<file path="src/hdl/svq_pkg.sv">
// Shared types, constants and codes of the split virtqueue engine.
package svq_pkg;

	localparam int QUEUE_MAX_DEF = 256;
	localparam int CHAIN_MAX_DEF = 16;
	localparam int IDX_W         = 16;
	localparam int CFG_W         = 9;
	localparam int IN_DATA_W     = 168;
	localparam int OUT_DATA_W    = 184;

	typedef enum logic [2:0] {
		K_WR_DESC   = 3'd0,
		K_WR_AVAIL  = 3'd1,
		K_WR_AIDX   = 3'd2,
		K_WR_UFLAGS = 3'd3,
		K_POP       = 3'd4,
		K_PUSH      = 3'd5,
		K_NOTIFY    = 3'd6,
		K_NONE      = 3'd7
	} kind_t;

	typedef enum logic [2:0] {
		ST_OK        = 3'd0,
		ST_EMPTY     = 3'd1,
		ST_BAD_INDEX = 3'd2,
		ST_TOO_LONG  = 3'd3,
		ST_NOT_READY = 3'd4
	} status_t;

	typedef enum logic {
		REG_QUEUE_SIZE  = 1'b0,
		REG_QUEUE_READY = 1'b1
	} reg_idx_t;

	typedef enum logic [3:0] {
		S_IDLE, S_CHECK, S_MOD, S_AVAIL, S_WALK, S_DESC, S_EMIT_RD, S_EMIT, S_RESULT
	} state_t;

	typedef struct packed {
		logic [63:0] addr;
		logic [31:0] len;
		logic [15:0] flags;
		logic [15:0] link;
	} desc_t;

	// Result word, highest member first so that status lands in the low bits.
	typedef struct packed {
		logic [6:0]  pad;
		logic        work_pending;
		logic        irq;
		logic [15:0] used_count;
		logic [7:0]  used_slot;
		logic [3:0]  chain_pos;
		logic [15:0] out_next;
		logic [15:0] out_flags;
		logic [31:0] out_len;
		logic [63:0] out_addr;
		logic [15:0] head;
		status_t     status;
	} result_t;

endpackage

</file>
<file path="src/hdl/svq_mod.sv">
// Bit-serial remainder unit: a 16-bit index modulo the queue size.
module svq_mod #(
	parameter int QUEUE_MAX = svq_pkg::QUEUE_MAX_DEF
) (
	input  logic                               clk,
	input  logic                               arst_n,
	input  logic                               start,
	input  logic [svq_pkg::IDX_W-1:0]          dividend,
	input  logic [$clog2(QUEUE_MAX+1)-1:0]     divisor,
	output logic                               done,
	output logic [$clog2(QUEUE_MAX)-1:0]       rem
);
	import svq_pkg::*;

	localparam int QW = $clog2(QUEUE_MAX+1);
	localparam int AW = $clog2(QUEUE_MAX);
	localparam int SW = $clog2(IDX_W+1);

	logic [IDX_W-1:0] dvd_q;
	logic [QW-1:0]    rem_q;
	logic [SW-1:0]    step_q;
	logic             busy_q;
	logic             done_q;
	logic [QW:0]      trial;
	logic [QW:0]      trial_sub;

	always_comb begin
		trial     = {rem_q, dvd_q[IDX_W-1]};
		trial_sub = trial - {1'b0, divisor};
	end

	always_ff @(posedge clk or negedge arst_n) begin
		if (!arst_n) begin
			busy_q <= 1'b0;
			done_q <= 1'b0;
			step_q <= '0;
		end else begin
			done_q <= 1'b0;
			if (start) begin
				busy_q <= 1'b1;
				step_q <= SW'(IDX_W);
			end else if (busy_q) begin
				step_q <= step_q - 1'b1;
				if (step_q == SW'(1)) begin
					busy_q <= 1'b0;
					done_q <= 1'b1;
				end
			end
		end
	end

	always_ff @(posedge clk) begin
		if (start) begin
			dvd_q <= dividend;
			rem_q <= '0;
		end else if (busy_q) begin
			dvd_q <= dvd_q << 1;
			if (trial >= {1'b0, divisor})
				rem_q <= trial_sub[QW-1:0];
			else
				rem_q <= trial[QW-1:0];
		end
	end

	assign done = done_q;
	assign rem  = AW'(rem_q);

endmodule

</file>
<file path="config.mk">
export PLATFORM = sky130hd
export DESIGN_NAME = svq_mod
export DESIGN_NICKNAME = d
export VERILOG_FILES = /design/src/hdl/svq_pkg.sv /design/src/hdl/svq_mod.sv
export SDC_FILE = /design/constraint.sdc
export NUM_CORES = 1
export LEC_CHECK = 0
export BUFFER_PORTS_ARGS = -buffer_cell sky130_fd_sc_hd__buf_2
export CORE_MARGIN = 4
export CORE_UTILIZATION = 35
export DETAILED_ROUTE_END_ITERATION = 6
export GPL_ROUTABILITY_DRIVEN = 1
export GPL_TIMING_DRIVEN = 1
export SLEW_MARGIN = 15
export SYNTH_ARGS = -nofsm -noshare
export SYNTH_HDL_FRONTEND = slang
export SYNTH_SLANG_ARGS = --single-unit
</file>
<file path="constraint.sdc">
create_clock -name clk -period 7.2 [get_ports clk]
set_clock_uncertainty 0.2 [all_clocks]
set_input_delay 0.36 -clock clk [delete_from_list [all_inputs] [get_ports clk]]
set_output_delay 0.36 -clock clk [all_outputs]
set_load 0.02 [all_outputs]
</file>
==> results_dict.tcl <==
set metrics [dict create \
    clock_latency_ps 280 \
    max_slew_margin_pct 46.8 \
    min_period_ps 2780 \
    dr.pass1.iters 4 \
    ys_warn_count 0 \
    die_h_um 83.4 \
    clk_pin_slew_worst_paths_ps 70 \
    antenna_found_initial 0 \
    numCtsBuffers 5 \
    end_kind "flip-flop" \
    synth_ff_type "edfxtp_1" \
    combPwrFrac_pct 47.9 \
    min_path_type "in -> reg" \
    seqPwrFrac_pct 35.3 \
    vias_per_cell 4.92 \
    ioPinCount 37 \
    clockBufferDepth 2 \
    gr-usage-met1_pct 15.0 \
    setup_viol 0 \
    rows 27 \
    synth_seq_area_share_pct 42.0 \
    synth_cells 185 \
    p_sw_share_pct 39.6 \
    area_delta_synth_final_pct 13.2 \
    ir_drop_uv 170 \
    diodes 0 \
    final_cell_mix "buf_2 (36), mux2_2 (16), edfxtp_1 (16), inv_1 (14), nor2_1 (14)" \
    outcome "completed" \
    core_area_sq_mm 0.00551 \
    cp_max_fo 12 \
    wirelength_um 3720 \
    synth_edf_count 16 \
    grt_pass1_vias 1388 \
    drc 0 \
    cts_setup_buffers 0 \
    fmax_mhz 359 \
    grt_overflow 0 \
    hold_buffers 1 \
    final_common_cell "buf_2" \
    tightest_slew_ps 798 \
    grt_use_met2_pct 18.0 \
    cp-start-kind "flip-flop" \
    critPathLaunch "dvd_q[15]" \
    syn_area_sq_mm 0.00199 \
    arrival_ps 2770 \
    hold_path.startpoint "dividend[0]" \
    pwr-share-clk_pct 16.8 \
    rsz0062_at_grt "no" \
    cts_num_sinks 32 \
    drive_gt1_share_pct 31.1 \
    synth.ff_latch_count 32 \
    wl_per_cell_um 13.1 \
    gp_congestion 0.802 \
    syn-num-nets 225 \
    grt-busiest-layer "met2" \
    netSwitchingPower_uw 328 \
    drv_cap 0 \
    drt-initial-drc-count 41 \
    num_vias 1397 \
    synth_area_per_cell_sq_um 10.8 \
    fill_cells 547 \
    initial_core_util_pct 36.1 \
    internal_power_uw 499 \
    fin_tns_setup_ps 0 \
    die_area_sq_mm 0.00695 \
    final_util_pct 40.9 \
    total_power_uw 827 \
    post_cts_resized 0 \
    grt_pass1_wl_um 6490 \
    die_w_um 83.4 \
    io_buffers 36 \
    grt_usage_pct 11.3 \
    cts_tree "done" \
    yosysUniqueCellTypes 46 \
    async_flop_share_pct 21.9 \
    required_ps 7190 \
    use_met3_pct 3.87 \
    final-max-slew-violation-count 0 \
    cts_max_level 2 \
    critPathKind "reg -> reg" \
    p_leak_nw 1.01 \
    place_hpwl_um 2710 \
    ant_nets 0 \
    p_per_area_mw_per_mm2 367 \
    finalCritPeriodShare_pct 38.7 \
    cts_root_buf "clkbuf_8" \
    r2r-start "dvd_q[15]" \
    grt_max_degree 36 \
    finalHoldViolations 0 \
    final_nets 251 \
]
-- metrics by stage --
stage                     instances  setup slack (ps)  cell area, sq um  hold slack [ps]
after floorplan                 185              4710              1990             -136
after global placement          275              4490              2150             2.41
after detailed placement        275              4450              2150             4.60
after CTS                       284              4380              2250              151
after global routing            284              4180              2250              158
final                           284              4420              2250              162
-- power groups by stage --
| stage | sequential [mW] | clock, mW | combinational, mW |
|---|---|---|---|
| after floorplan | 0.277 | 0 | 0.366 |
| after global placement | 0.296 | 0 | 0.395 |
| after detailed placement | 0.296 | 0 | 0.398 |
| after CTS | 0.293 | 0.144 | 0.401 |
| after global routing | 0.302 | 0.155 | 0.446 |
| final | 0.292 | 0.139 | 0.396 |
-- final timing paths --
path	end	slack (ps)	cells past startpoint
worst max-delay path	rem_q[4]	4420	9
worst min-delay path	dvd_q[0]	160	2
worst max register to register	rem_q[4]	4420	9
worst min register to register	rem_q[5]	330	2
max in group asynchronous	busy_q	6390	2
min in group asynchronous	step_q[1]	250	2
-- cells in the mapped netlist (2+ instances only) --
library cell	instances	area (sq um)
a211o_1	3	26.3
a211oi_1	6	45.0
a21o_1	5	37.5
a21oi_1	3	15.0
a311oi_1	2	17.5
buf_4	9	67.6
clkbuf_1	7	26.3
dfrtp_1	7	175
dfxtp_1	9	180
edfxtp_1	16	480
ha_1	11	138
inv_1	14	52.6
mux2_2	16	180
mux2i_1	5	50.1
nand2_1	5	18.8
nand2b_1	4	25.0
nand3_1	2	10.0
nor2_1	14	52.6
nor2b_1	3	18.8
nor3_1	5	25.0
nor3b_1	3	22.5
nor4b_1	2	17.5
o2111ai_1	2	17.5
o21ai_0	3	15.0
or2b_1	2	15.0
xnor2_1	6	52.6
xor2_1	2	17.5
-- cell type report --
type	count	area, sq um	area share [%]
Clock buffer	5	68.8	3.06
Clock inverter	3	23.8	1.06
Multi-Input combinational cell	121	991	44.0
Sequential cell	32	836	37.1
Timing Repair Buffer	37	190	8.44
Inverter	14	52.6	2.33
Tap cell	72	90.1	4.00
-- routing by layer --
layer,vias up,share of wire [%]
li1,717,-
met1,646,48
met2,32,46
met3,2,5.5
met4,0,0.40
met5,-,0
-- sequential cells by signal, indices dropped and copies added (netlist names) --
name	cells
dvd_q	16
rem_q	9
step_q	5
busy_q	1
done	1
-- critical path, cell delays in order (launching register included) --
cell and delay, ps:
edfxtp_1 390, inv_1 70, ha_1 170, inv_1 60
fa_1 420, a21o_1 230, a221oi_4 370, o211ai_2 300
mux2i_1 200, a211oi_1 260
-- logic make-up (layout without fill, tap and decap cells) --
family | count (synthesis) | after routing | synth area share, %
AND/OR/NAND/NOR | 48 | 48 | 13.7
AO/OA/AOI/OAI | 32 | 32 | 13.1
buffers and inverters | 32 | 59 | 8.18
adder cells (fa/ha/maj) | 12 | 12 | 7.92
multiplexers | 21 | 21 | 11.6
XOR/XNOR | 8 | 8 | 3.52
flip-flops | 32 | 32 | 42.0
(Power assumes the default switching activity.)
